### config.mk
export PLATFORM = sky130hd
export DESIGN_NAME = motor_stall_debounce_detector_flat
export DESIGN_NICKNAME = d
export VERILOG_FILES = /design/src/msdd_pkg.sv /design/src/msdd_if.sv /design/src/msdd_cfg.sv /design/src/msdd_cond.sv /design/src/msdd_state.sv /design/src/motor_stall_debounce_detector.sv /design/src/flat_wrapper.sv
export SDC_FILE = /design/constraint.sdc
export NUM_CORES = 2
export LEC_CHECK = 0
export ABC_AREA = 1
export BUFFER_PORTS_ARGS = -buffer_cell sky130_fd_sc_hd__buf_2
export CORE_ASPECT_RATIO = 0.6
export CORE_UTILIZATION = 45
export DETAILED_ROUTE_END_ITERATION = 7
export REMOVE_ABC_BUFFERS = 1
export SETUP_SLACK_MARGIN = 0.05
export SLEW_MARGIN = 5
export SYNTH_ARGS = -nofsm -noshare
export SYNTH_HDL_FRONTEND = slang
export SYNTH_SLANG_ARGS = --single-unit
### constraint.sdc
create_clock -name i_clk -period 13.2 [get_ports i_clk]
set_input_delay 0.66 -clock i_clk [delete_from_list [all_inputs] [get_ports i_clk]]
set_output_delay 0.66 -clock i_clk [all_outputs]
set_load 0.02 [all_outputs]
### src/msdd_pkg.sv
package msdd_pkg;

    // Field widths of the request, result and register channels
    localparam int unsigned MOTOR_W      = 2;
    localparam int unsigned VEL_W        = 24;
    localparam int unsigned ELAPSED_W    = 21;
    localparam int unsigned DT_W         = ELAPSED_W - 1;
    localparam int unsigned TIMER_W      = 32;
    localparam int unsigned DEBOUNCE_W   = 26;
    localparam int unsigned PROP_W       = 16;
    localparam int unsigned DEADZONE_W   = 23;
    localparam int unsigned CFG_IDX_W    = 3;
    localparam int unsigned CFG_DATA_W   = 26;
    localparam int unsigned NUM_MOTORS   = 3;

    // Register reset values
    localparam logic [DEBOUNCE_W-1:0] DEBOUNCE_RST = DEBOUNCE_W'(500000);
    localparam logic [PROP_W-1:0]     PROP_RST     = PROP_W'(16384);
    localparam logic [DEADZONE_W-1:0] DEADZONE_RST = DEADZONE_W'(256);

    // Register indexes
    typedef enum logic [CFG_IDX_W-1:0] {
        CFG_TRACK_DEBOUNCE    = 3'd0,
        CFG_TRACK_PROP        = 3'd1,
        CFG_TRACK_DEADZONE    = 3'd2,
        CFG_TRENCHER_DEBOUNCE = 3'd3,
        CFG_TRENCHER_PROP     = 3'd4,
        CFG_TRENCHER_DEADZONE = 3'd5
    } t_cfg_idx;

    // Motor codes
    localparam logic [MOTOR_W-1:0] MOTOR_LEFT     = 2'd0;
    localparam logic [MOTOR_W-1:0] MOTOR_RIGHT    = 2'd1;
    localparam logic [MOTOR_W-1:0] MOTOR_TRENCHER = 2'd2;

    // Register file contents as one bundle
    typedef struct packed {
        logic [DEBOUNCE_W-1:0] track_debounce_us;
        logic [PROP_W-1:0]     track_min_proportion;
        logic [DEADZONE_W-1:0] track_deadzone;
        logic [DEBOUNCE_W-1:0] trencher_debounce_us;
        logic [PROP_W-1:0]     trencher_min_proportion;
        logic [DEADZONE_W-1:0] trencher_deadzone;
    } t_cfg;

    // One registered request
    typedef struct packed {
        logic [MOTOR_W-1:0]          motor_index;
        logic signed [VEL_W-1:0]     measured_velocity;
        logic signed [VEL_W-1:0]     command_value;
        logic                        velocity_mode;
        logic                        current_limit_fault;
        logic signed [ELAPSED_W-1:0] elapsed_us;
    } t_item;

    // Limits per motor, selected for the request in flight
    typedef struct packed {
        logic [DEBOUNCE_W-1:0] debounce_us;
        logic [PROP_W-1:0]     min_proportion;
        logic [DEADZONE_W-1:0] deadzone;
    } t_limits;

    // Saturating timer add
    function automatic logic [TIMER_W-1:0] sat_add(input logic [TIMER_W-1:0] a,
                                                   input logic [DT_W-1:0] b);
        logic [TIMER_W:0] s;
        s = {1'b0, a} + (TIMER_W+1)'(b);
        return s[TIMER_W] ? {TIMER_W{1'b1}} : s[TIMER_W-1:0];
    endfunction

endpackage

### src/msdd_if.sv
interface msdd_in_if import msdd_pkg::*; ();
    logic                        valid;
    logic                        ready;
    logic [MOTOR_W-1:0]          motor_index;
    logic signed [VEL_W-1:0]     measured_velocity;
    logic signed [VEL_W-1:0]     command_value;
    logic                        velocity_mode;
    logic                        current_limit_fault;
    logic signed [ELAPSED_W-1:0] elapsed_us;

    modport source (
        output valid, motor_index, measured_velocity, command_value,
               velocity_mode, current_limit_fault, elapsed_us,
        input  ready
    );
    modport sink (
        input  valid, motor_index, measured_velocity, command_value,
               velocity_mode, current_limit_fault, elapsed_us,
        output ready
    );
endinterface

interface msdd_out_if import msdd_pkg::*; ();
    logic               valid;
    logic               ready;
    logic [MOTOR_W-1:0] result_motor;
    logic               stalled;
    logic [TIMER_W-1:0] stalled_time_us;

    modport source (
        output valid, result_motor, stalled, stalled_time_us,
        input  ready
    );
    modport sink (
        input  valid, result_motor, stalled, stalled_time_us,
        output ready
    );
endinterface

interface msdd_cfg_if import msdd_pkg::*; ();
    logic                  valid;
    logic                  ready;
    logic [CFG_IDX_W-1:0]  index;
    logic [CFG_DATA_W-1:0] data;

    modport source (output valid, index, data, input ready);
    modport sink (input valid, index, data, output ready);
endinterface

### src/msdd_cfg.sv
module msdd_cfg import msdd_pkg::*; (
    input  logic          i_clk,
    input  logic          i_rst_n,
    msdd_cfg_if.sink      i_cfg,
    output t_cfg          o_cfg
);

    t_cfg r_cfg;

    // Writes are always taken; unknown indexes are dropped
    assign i_cfg.ready = 1'b1;
    assign o_cfg       = r_cfg;

    always_ff @(posedge i_clk) begin
        if (!i_rst_n) begin
            r_cfg.track_debounce_us       <= DEBOUNCE_RST;
            r_cfg.track_min_proportion    <= PROP_RST;
            r_cfg.track_deadzone          <= DEADZONE_RST;
            r_cfg.trencher_debounce_us    <= DEBOUNCE_RST;
            r_cfg.trencher_min_proportion <= PROP_RST;
            r_cfg.trencher_deadzone       <= DEADZONE_RST;
        end else if (i_cfg.valid) begin
            case (t_cfg_idx'(i_cfg.index))
                CFG_TRACK_DEBOUNCE: begin
                    r_cfg.track_debounce_us <= i_cfg.data[DEBOUNCE_W-1:0];
                end
                CFG_TRACK_PROP: begin
                    r_cfg.track_min_proportion <= i_cfg.data[PROP_W-1:0];
                end
                CFG_TRACK_DEADZONE: begin
                    r_cfg.track_deadzone <= i_cfg.data[DEADZONE_W-1:0];
                end
                CFG_TRENCHER_DEBOUNCE: begin
                    r_cfg.trencher_debounce_us <= i_cfg.data[DEBOUNCE_W-1:0];
                end
                CFG_TRENCHER_PROP: begin
                    r_cfg.trencher_min_proportion <= i_cfg.data[PROP_W-1:0];
                end
                CFG_TRENCHER_DEADZONE: begin
                    r_cfg.trencher_deadzone <= i_cfg.data[DEADZONE_W-1:0];
                end
                default: begin
                end
            endcase
        end
    end

endmodule

### src/msdd_cond.sv
module msdd_cond import msdd_pkg::*; (
    input  t_item   i_item,
    input  t_limits i_limits,
    output logic    o_raw
);

    logic [VEL_W-1:0]          mag;
    logic                      outside;
    logic signed [VEL_W+16:0]  lhs;
    logic signed [VEL_W+16:0]  rhs;
    logic                      low_ratio;

    // Command magnitude against deadzone
    assign mag     = i_item.command_value[VEL_W-1] ? VEL_W'(-i_item.command_value)
                                                   : VEL_W'(i_item.command_value);
    assign outside = mag > {1'b0, i_limits.deadzone};

    // Ratio test by cross multiplication: v * 2^15 against p * c
    assign lhs = {{2{i_item.measured_velocity[VEL_W-1]}}, i_item.measured_velocity, 15'b0};
    assign rhs = $signed({1'b0, i_limits.min_proportion}) * i_item.command_value;

    always_comb begin
        if (i_item.command_value == '0) begin
            low_ratio = 1'b0;
        end else if (i_item.command_value[VEL_W-1]) begin
            low_ratio = lhs > rhs;
        end else begin
            low_ratio = lhs < rhs;
        end
    end

    assign o_raw = i_item.velocity_mode & i_item.current_limit_fault & outside & low_ratio;

endmodule

### src/msdd_state.sv
module msdd_state import msdd_pkg::*; (
    input  logic                  i_clk,
    input  logic                  i_rst_n,
    input  logic                  i_en,
    input  logic [MOTOR_W-1:0]    i_motor,
    input  logic [ELAPSED_W-1:0]  i_elapsed_us,
    input  logic                  i_raw,
    input  logic [DEBOUNCE_W-1:0] i_debounce_us,
    output logic                  o_stalled,
    output logic [TIMER_W-1:0]    o_stalled_time_us
);

    logic [TIMER_W-1:0] r_stall_timer    [NUM_MOTORS];
    logic [TIMER_W-1:0] r_recovery_timer [NUM_MOTORS];
    logic               r_stall_flag     [NUM_MOTORS];
    logic [TIMER_W-1:0] r_stall_duration [NUM_MOTORS];

    logic               motor_ok;
    logic [DT_W-1:0]    dt;
    logic [TIMER_W-1:0] debounce;
    logic [TIMER_W-1:0] cur_st;
    logic [TIMER_W-1:0] cur_rc;
    logic               cur_fl;
    logic [TIMER_W-1:0] cur_du;
    logic [TIMER_W-1:0] n_st;
    logic [TIMER_W-1:0] n_rc;
    logic               n_fl;
    logic [TIMER_W-1:0] n_du;

    assign motor_ok = i_motor <= MOTOR_TRENCHER;
    // Negative elapsed time counts as zero
    assign dt       = i_elapsed_us[ELAPSED_W-1] ? '0 : i_elapsed_us[DT_W-1:0];
    assign debounce = TIMER_W'(i_debounce_us);

    // Current state of the addressed motor
    always_comb begin
        cur_st = '0;
        cur_rc = '0;
        cur_fl = 1'b0;
        cur_du = '0;
        if (motor_ok) begin
            cur_st = r_stall_timer[i_motor];
            cur_rc = r_recovery_timer[i_motor];
            cur_fl = r_stall_flag[i_motor];
            cur_du = r_stall_duration[i_motor];
        end
    end

    // Timer and debounce update
    always_comb begin
        n_st = i_raw ? sat_add(cur_st, dt) : '0;
        n_rc = i_raw ? '0 : sat_add(cur_rc, dt);
        n_fl = cur_fl;
        n_du = cur_du;
        if (!cur_fl && n_st >= debounce) begin
            n_fl = 1'b1;
            n_du = n_st;
        end else if (cur_fl && n_rc >= debounce) begin
            n_fl = 1'b0;
            n_du = '0;
        end else if (cur_fl) begin
            n_du = sat_add(cur_du, dt);
        end
    end

    // Unknown motor code gives an empty result
    assign o_stalled         = motor_ok & n_fl;
    assign o_stalled_time_us = motor_ok ? n_du : '0;

    always_ff @(posedge i_clk) begin
        if (!i_rst_n) begin
            for (int i = 0; i < NUM_MOTORS; i++) begin
                r_stall_timer[i]    <= '0;
                r_recovery_timer[i] <= '0;
                r_stall_flag[i]     <= 1'b0;
                r_stall_duration[i] <= '0;
            end
        end else if (i_en && motor_ok) begin
            r_stall_timer[i_motor]    <= n_st;
            r_recovery_timer[i_motor] <= n_rc;
            r_stall_flag[i_motor]     <= n_fl;
            r_stall_duration[i_motor] <= n_du;
        end
    end

endmodule

### src/motor_stall_debounce_detector.sv
// Debounced stall detector for three motors: left track, right track, trencher.
// i_in carries one control tick per request (motor, measured and commanded
// velocity, mode and fault flags, elapsed microseconds); o_out returns one
// result per request (motor, debounced stall flag, stalled time in us).
// i_cfg writes the six limit registers, one index and value per request; it
// is always ready and should only be written while the block is idle.
// A request taken passes through the input register and then the result register
// on its way to o_out. Throughput: one request per cycle while the receiver does not stall;
// the per-motor timers are updated when a request leaves the input
// register, so a request for the same motor right behind sees the updated timers.
// A stalled receiver holds the result register; the input register still
// takes one more request, after which i_in.ready drops until o_out drains.
// Reset (i_rst_n low, synchronous) clears all timers and stall flags,
// empties both registers and loads the register defaults.
module motor_stall_debounce_detector import msdd_pkg::*; (
    input  logic        i_clk,
    input  logic        i_rst_n,
    msdd_in_if.sink     i_in,
    msdd_out_if.source  o_out,
    msdd_cfg_if.sink    i_cfg
);

    t_cfg               cfg;
    t_limits            limits;
    t_item              r_item;
    logic               r_in_valid;
    logic               r_out_valid;
    logic [MOTOR_W-1:0] r_res_motor;
    logic               r_res_stalled;
    logic [TIMER_W-1:0] r_res_time;
    logic               advance;
    logic               raw;
    logic               stalled;
    logic [TIMER_W-1:0] stalled_time;

    msdd_cfg u_cfg (
        .i_clk   (i_clk),
        .i_rst_n (i_rst_n),
        .i_cfg   (i_cfg),
        .o_cfg   (cfg)
    );

    // Handshake: move a request to the result register when it has room
    assign advance    = r_in_valid & (~r_out_valid | o_out.ready);
    assign i_in.ready = ~r_in_valid | advance;

    // Limits of the motor in the input register
    always_comb begin
        if (r_item.motor_index == MOTOR_TRENCHER) begin
            limits.debounce_us    = cfg.trencher_debounce_us;
            limits.min_proportion = cfg.trencher_min_proportion;
            limits.deadzone       = cfg.trencher_deadzone;
        end else begin
            limits.debounce_us    = cfg.track_debounce_us;
            limits.min_proportion = cfg.track_min_proportion;
            limits.deadzone       = cfg.track_deadzone;
        end
    end

    msdd_cond u_cond (
        .i_item   (r_item),
        .i_limits (limits),
        .o_raw    (raw)
    );

    msdd_state u_state (
        .i_clk             (i_clk),
        .i_rst_n           (i_rst_n),
        .i_en              (advance),
        .i_motor           (r_item.motor_index),
        .i_elapsed_us      (r_item.elapsed_us),
        .i_raw             (raw),
        .i_debounce_us     (limits.debounce_us),
        .o_stalled         (stalled),
        .o_stalled_time_us (stalled_time)
    );

    // Input register
    always_ff @(posedge i_clk) begin
        if (!i_rst_n) begin
            r_in_valid <= 1'b0;
        end else if (i_in.ready) begin
            r_in_valid <= i_in.valid;
        end
        if (i_in.ready && i_in.valid) begin
            r_item.motor_index         <= i_in.motor_index;
            r_item.measured_velocity   <= i_in.measured_velocity;
            r_item.command_value       <= i_in.command_value;
            r_item.velocity_mode       <= i_in.velocity_mode;
            r_item.current_limit_fault <= i_in.current_limit_fault;
            r_item.elapsed_us          <= i_in.elapsed_us;
        end
    end

    // Result register
    always_ff @(posedge i_clk) begin
        if (!i_rst_n) begin
            r_out_valid <= 1'b0;
        end else if (advance) begin
            r_out_valid <= 1'b1;
        end else if (o_out.ready) begin
            r_out_valid <= 1'b0;
        end
        if (advance) begin
            r_res_motor   <= r_item.motor_index;
            r_res_stalled <= stalled;
            r_res_time    <= stalled_time;
        end
    end

    assign o_out.valid           = r_out_valid;
    assign o_out.result_motor    = r_res_motor;
    assign o_out.stalled         = r_res_stalled;
    assign o_out.stalled_time_us = r_res_time;

endmodule

### src/flat_wrapper.sv
// flat-port wrapper written by rule: the top's interface ports become plain ports
module motor_stall_debounce_detector_flat import msdd_pkg::*;
  (i_clk, i_rst_n, i_in_valid, i_in_motor_index, i_in_measured_velocity, i_in_command_value, i_in_velocity_mode, i_in_current_limit_fault, i_in_elapsed_us, i_in_ready, o_out_valid, o_out_result_motor, o_out_stalled, o_out_stalled_time_us, o_out_ready, i_cfg_valid, i_cfg_index, i_cfg_data, i_cfg_ready);
  msdd_in_if i_in_i ();
  msdd_out_if o_out_i ();
  msdd_cfg_if i_cfg_i ();
  input  logic i_clk;
  input  logic i_rst_n;
  input wire logic [$bits(i_in_i.valid)-1:0] i_in_valid;
  input wire logic [$bits(i_in_i.motor_index)-1:0] i_in_motor_index;
  input wire logic [$bits(i_in_i.measured_velocity)-1:0] i_in_measured_velocity;
  input wire logic [$bits(i_in_i.command_value)-1:0] i_in_command_value;
  input wire logic [$bits(i_in_i.velocity_mode)-1:0] i_in_velocity_mode;
  input wire logic [$bits(i_in_i.current_limit_fault)-1:0] i_in_current_limit_fault;
  input wire logic [$bits(i_in_i.elapsed_us)-1:0] i_in_elapsed_us;
  output wire logic [$bits(i_in_i.ready)-1:0] i_in_ready;
  output wire logic [$bits(o_out_i.valid)-1:0] o_out_valid;
  output wire logic [$bits(o_out_i.result_motor)-1:0] o_out_result_motor;
  output wire logic [$bits(o_out_i.stalled)-1:0] o_out_stalled;
  output wire logic [$bits(o_out_i.stalled_time_us)-1:0] o_out_stalled_time_us;
  input wire logic [$bits(o_out_i.ready)-1:0] o_out_ready;
  input wire logic [$bits(i_cfg_i.valid)-1:0] i_cfg_valid;
  input wire logic [$bits(i_cfg_i.index)-1:0] i_cfg_index;
  input wire logic [$bits(i_cfg_i.data)-1:0] i_cfg_data;
  output wire logic [$bits(i_cfg_i.ready)-1:0] i_cfg_ready;
  assign i_in_i.valid = i_in_valid;
  assign i_in_i.motor_index = i_in_motor_index;
  assign i_in_i.measured_velocity = i_in_measured_velocity;
  assign i_in_i.command_value = i_in_command_value;
  assign i_in_i.velocity_mode = i_in_velocity_mode;
  assign i_in_i.current_limit_fault = i_in_current_limit_fault;
  assign i_in_i.elapsed_us = i_in_elapsed_us;
  assign i_in_ready = i_in_i.ready;
  assign o_out_valid = o_out_i.valid;
  assign o_out_result_motor = o_out_i.result_motor;
  assign o_out_stalled = o_out_i.stalled;
  assign o_out_stalled_time_us = o_out_i.stalled_time_us;
  assign o_out_i.ready = o_out_ready;
  assign i_cfg_i.valid = i_cfg_valid;
  assign i_cfg_i.index = i_cfg_index;
  assign i_cfg_i.data = i_cfg_data;
  assign i_cfg_ready = i_cfg_i.ready;
  motor_stall_debounce_detector u_core (.i_clk(i_clk), .i_rst_n(i_rst_n), .i_in(i_in_i), .o_out(o_out_i), .i_cfg(i_cfg_i));
endmodule
==> impl_metrics.yaml <==
final_layout:
  area_growth_syn_to_layout_pct: 11.0
  fin_area_um2: 53700
  finalNonFillerCells: 7289
  drive_gt1_frac: 0.120
  nNetsFinal: 6567
route:
  wire_per_inst_um: 21.1
  routed_via_density: 5.38
  drt-total-wl_mm: 154
  drc: 0
  drt_iter0_markers: 4348
  ant_nets: 0
  drtPass1Iterations: 6
  vias: 39200
yosys:
  yosysTopAreaCellShare: 0.306
  synthTopCellsByArea: "edfxtp_1, fa_1, nor2_1"
  netlist_instances: 5614
  synth_warnings: 0
  yosys.area.top_type: "edfxtp_1"
  syn_area_um2: 48300
  synth_common_cells: "nor2_1, nand2_1, inv_1"
  synth_cell_types: 68
  synthArstFlopShare: 0
  synth_area_per_cell_um2: 8.61
  yosys.cell_count.top_type: "nor2_1"
  synth_edf_count: 493
  synth-seq-cells: 630
  synth_flop_cell: "edfxtp_1"
  yosysSeqAreaShare: 0.363
global_routing:
  grt_use_total: 0.282
  grt_pass1_vias: 37000
  grt_overflow: 0
  grt_pass1_wl_mm: 232
  grt_max_degree: 100
  antenna_found_initial: 18
floorplan:
  die_area_um2: 109000
  initial_utilization: 0.457
  die_w_um: 425
  fp.dieH_um: 256
  top_level_ports: 145
  core_area_um2: 106000
  num_rows: 92
timing:
  period_share: 0.943
  finClkSkew_ps: 42.1
  rsz0062_at_grt: "no"
  setup_viol_count_final: 0
  worstMarginPinSlew_ps: 1160
  hold_viol_final: 0
  relSlewSlack: 0.226
  slew_viol_final: 0
  fmax_mhz: 80.3
  fin_crit_ps: 12450
power_and_ir_drop:
  power_density_nw_per_um2: 259
  ir_drop_uv: 296
  leakagePower_nw: 24.6
  power.switching_mw: 6.97
  internal-power_mw: 6.92
  p_clk_frac: 0.143
  swShare: 0.502
  combPwrFrac: 0.661
  p_seq_frac: 0.196
  finalPower_mw: 13.9
placement:
  dp.final_hpwl_mm: 114
  placed_cell_area_um2: 51100
  gp_routability_congestion: 0.998
  place_inst: 7145
  io_buffers: 143
setup_path:
  slowest_delay_ps: 560
  worst_ep_arrival_time_ps: 12830
  path_delay_family: "adder cells"
  path_common_cell: "nand2_1"
  critPathRequiredTime_ps: 13580
  cp-start-kind: "flip-flop"
  path_buf_inv: 13
  reg2reg_slack_ps: 750
  critPathKind: "reg -> reg"
  ff2ff_path_depth: 64
  r2r_start: "u_core.r_item[71]"
  crit_slowest_cell: "fa_1"
  cp-end-kind: "flip-flop"
  worst_r2r_endpoint: "u_core.u_state.r_stall_duration[0][31]"
  critPathMaxFanout: 32
clocking:
  max-clock-path-buffers: 3
  cts_tree: "yes"
  path_clk_slew_ps: 60
  cts_root_buf: "clkbuf_16"
  clock_latency_ps: 660
  ctsHoldBuffers: 0
  cts_sinks: 630
  cts_buffers: 68
  htree_levels: 3
worst_hold_path:
  hp-start: "i_in_elapsed_us[14]"
  holdPathStages: 1
  min_to: "u_core.r_item[14]"
  hp-class: "in -> reg"
run_status:
  status: "completed"
job:
  max-cap-violations: 0
[worst max-delay path by stage]
stage | startpoint | to | slack, ps | cells past startpoint
2_1_floorplan | u_core.r_item[72] | u_core.o_out.stalled_time_us[3] | -600 | 59
3_3_place_gp | u_core.r_item[71] | u_core.u_state.r_stall_duration[0][2] | 450 | 67
3_5_place_dp | u_core.r_item[71] | u_core.u_state.r_stall_duration[2][17] | 320 | 67
4_1_cts | u_core.r_item[71] | u_core.u_state.r_stall_duration[1][10] | 230 | 67
5_1_grt | u_core.r_item[71] | u_core.u_state.r_stall_duration[0][22] | 80 | 66
6_report | u_core.r_item[71] | u_core.u_state.r_stall_duration[0][31] | 750 | 64
[routing by layer]
metal  routed length, um  vias to the layer above  GRT usage
met2               54200                     1794      0.334
met1               77800                    19000      0.470
met3               19200                      163     0.0990
met4                2130                       13     0.0520
li1                    -                    18200          -
met5                 188                        -    0.00833
[final cells by class]
type | count | area (um2)
Tap cell | 1410 | 1760
Sequential cell | 630 | 17600
Clock inverter | 35 | 360
Antenna cell | 9 | 22.5
Timing Repair Buffer | 277 | 1930
Clock buffer | 88 | 1890
Fill cell | 10100 | 52000
Multi-Input combinational cell | 4021 | 27000
Inverter | 819 | 3110
[power groups by stage]
stage / Sequential, mW / Combinational, mW / Clock, mW
after floorplan: 2.81 / 6.21 / 0
after global placement: 2.76 / 8.78 / 0
after detailed placement: 2.76 / 8.86 / 0
after CTS: 2.72 / 8.93 / 2.02
after global routing: 2.74 / 10.2 / 2.09
final: 2.72 / 9.18 / 1.99
[worst register-to-register path: cells and delay by family (launching register included)]
family	cells	cell delay (ps)
buf+inv	13	1760
fa+ha+maj	9	3830
simple gates	27	3320
compound gates	14	2710
flops	1	450
xor+xnor	1	100
[stage by stage]
stage / utilization / hold slack, ps / setup TNS, ps / worst slack, ps
5_1_grt: 0.508 / 138 / 0 / 79.5
4_1_cts: 0.505 / 132 / 0 / 230
3_5_place_dp: 0.484 / 445 / 0 / 317
6_report: 0.508 / 172 / 0 / 753
3_3_place_gp: 0.484 / 434 / 0 / 446
2_1_floorplan: - / 424 / -81870 / -597
[layout by cell type, fill, tap and decap left out, types with 62 or more instances in the layout]
cell,count
nor2_1,1002
nand2_1,859
inv_1,744
edfxtp_1,493
fa_1,379
o21ai_0,368
a21oi_1,283
ha_1,263
nand3_1,206
buf_2,142
dfxtp_1,135
buf_4,116
nor2_2,113
conb_1,98
clkbuf_16,73
nand2_4,62
[cells by family after synthesis]
family / share of synthesized area
AOI/OAI and AO/OA: 0.0855
other: 0.000155
adders and majority gates: 0.226
DFF: 0.363
and+or+nand+nor: 0.214
xor gates and xnor gates: 0.0174
buffers and inverters: 0.0875
muxes: 0.00704
[timing repair]
item                       4_1_cts  5_1_grt
buffers inserted                 0       10
setup endpoints to repair        0      165
gates resized for setup          0       42
[registers in the layout, summed over array words and instances, names as in the netlist, named ones only]
name / count
u_core.u_cfg.o_cfg: 130
u_core.r_in_valid: 1
u_core.u_state.r_stall_timer: 128
u_core.u_state.r_stall_duration: 128
u_core.o_out.valid: 1
u_core.u_state.r_stall_flag: 4
u_core.r_item: 73
u_core.u_state.r_recovery_timer: 128
u_core.o_out.stalled: 1
u_core.o_out.stalled_time_us: 32
u_core.o_out.result_motor: 2
(Power assumes the default switching activity.)
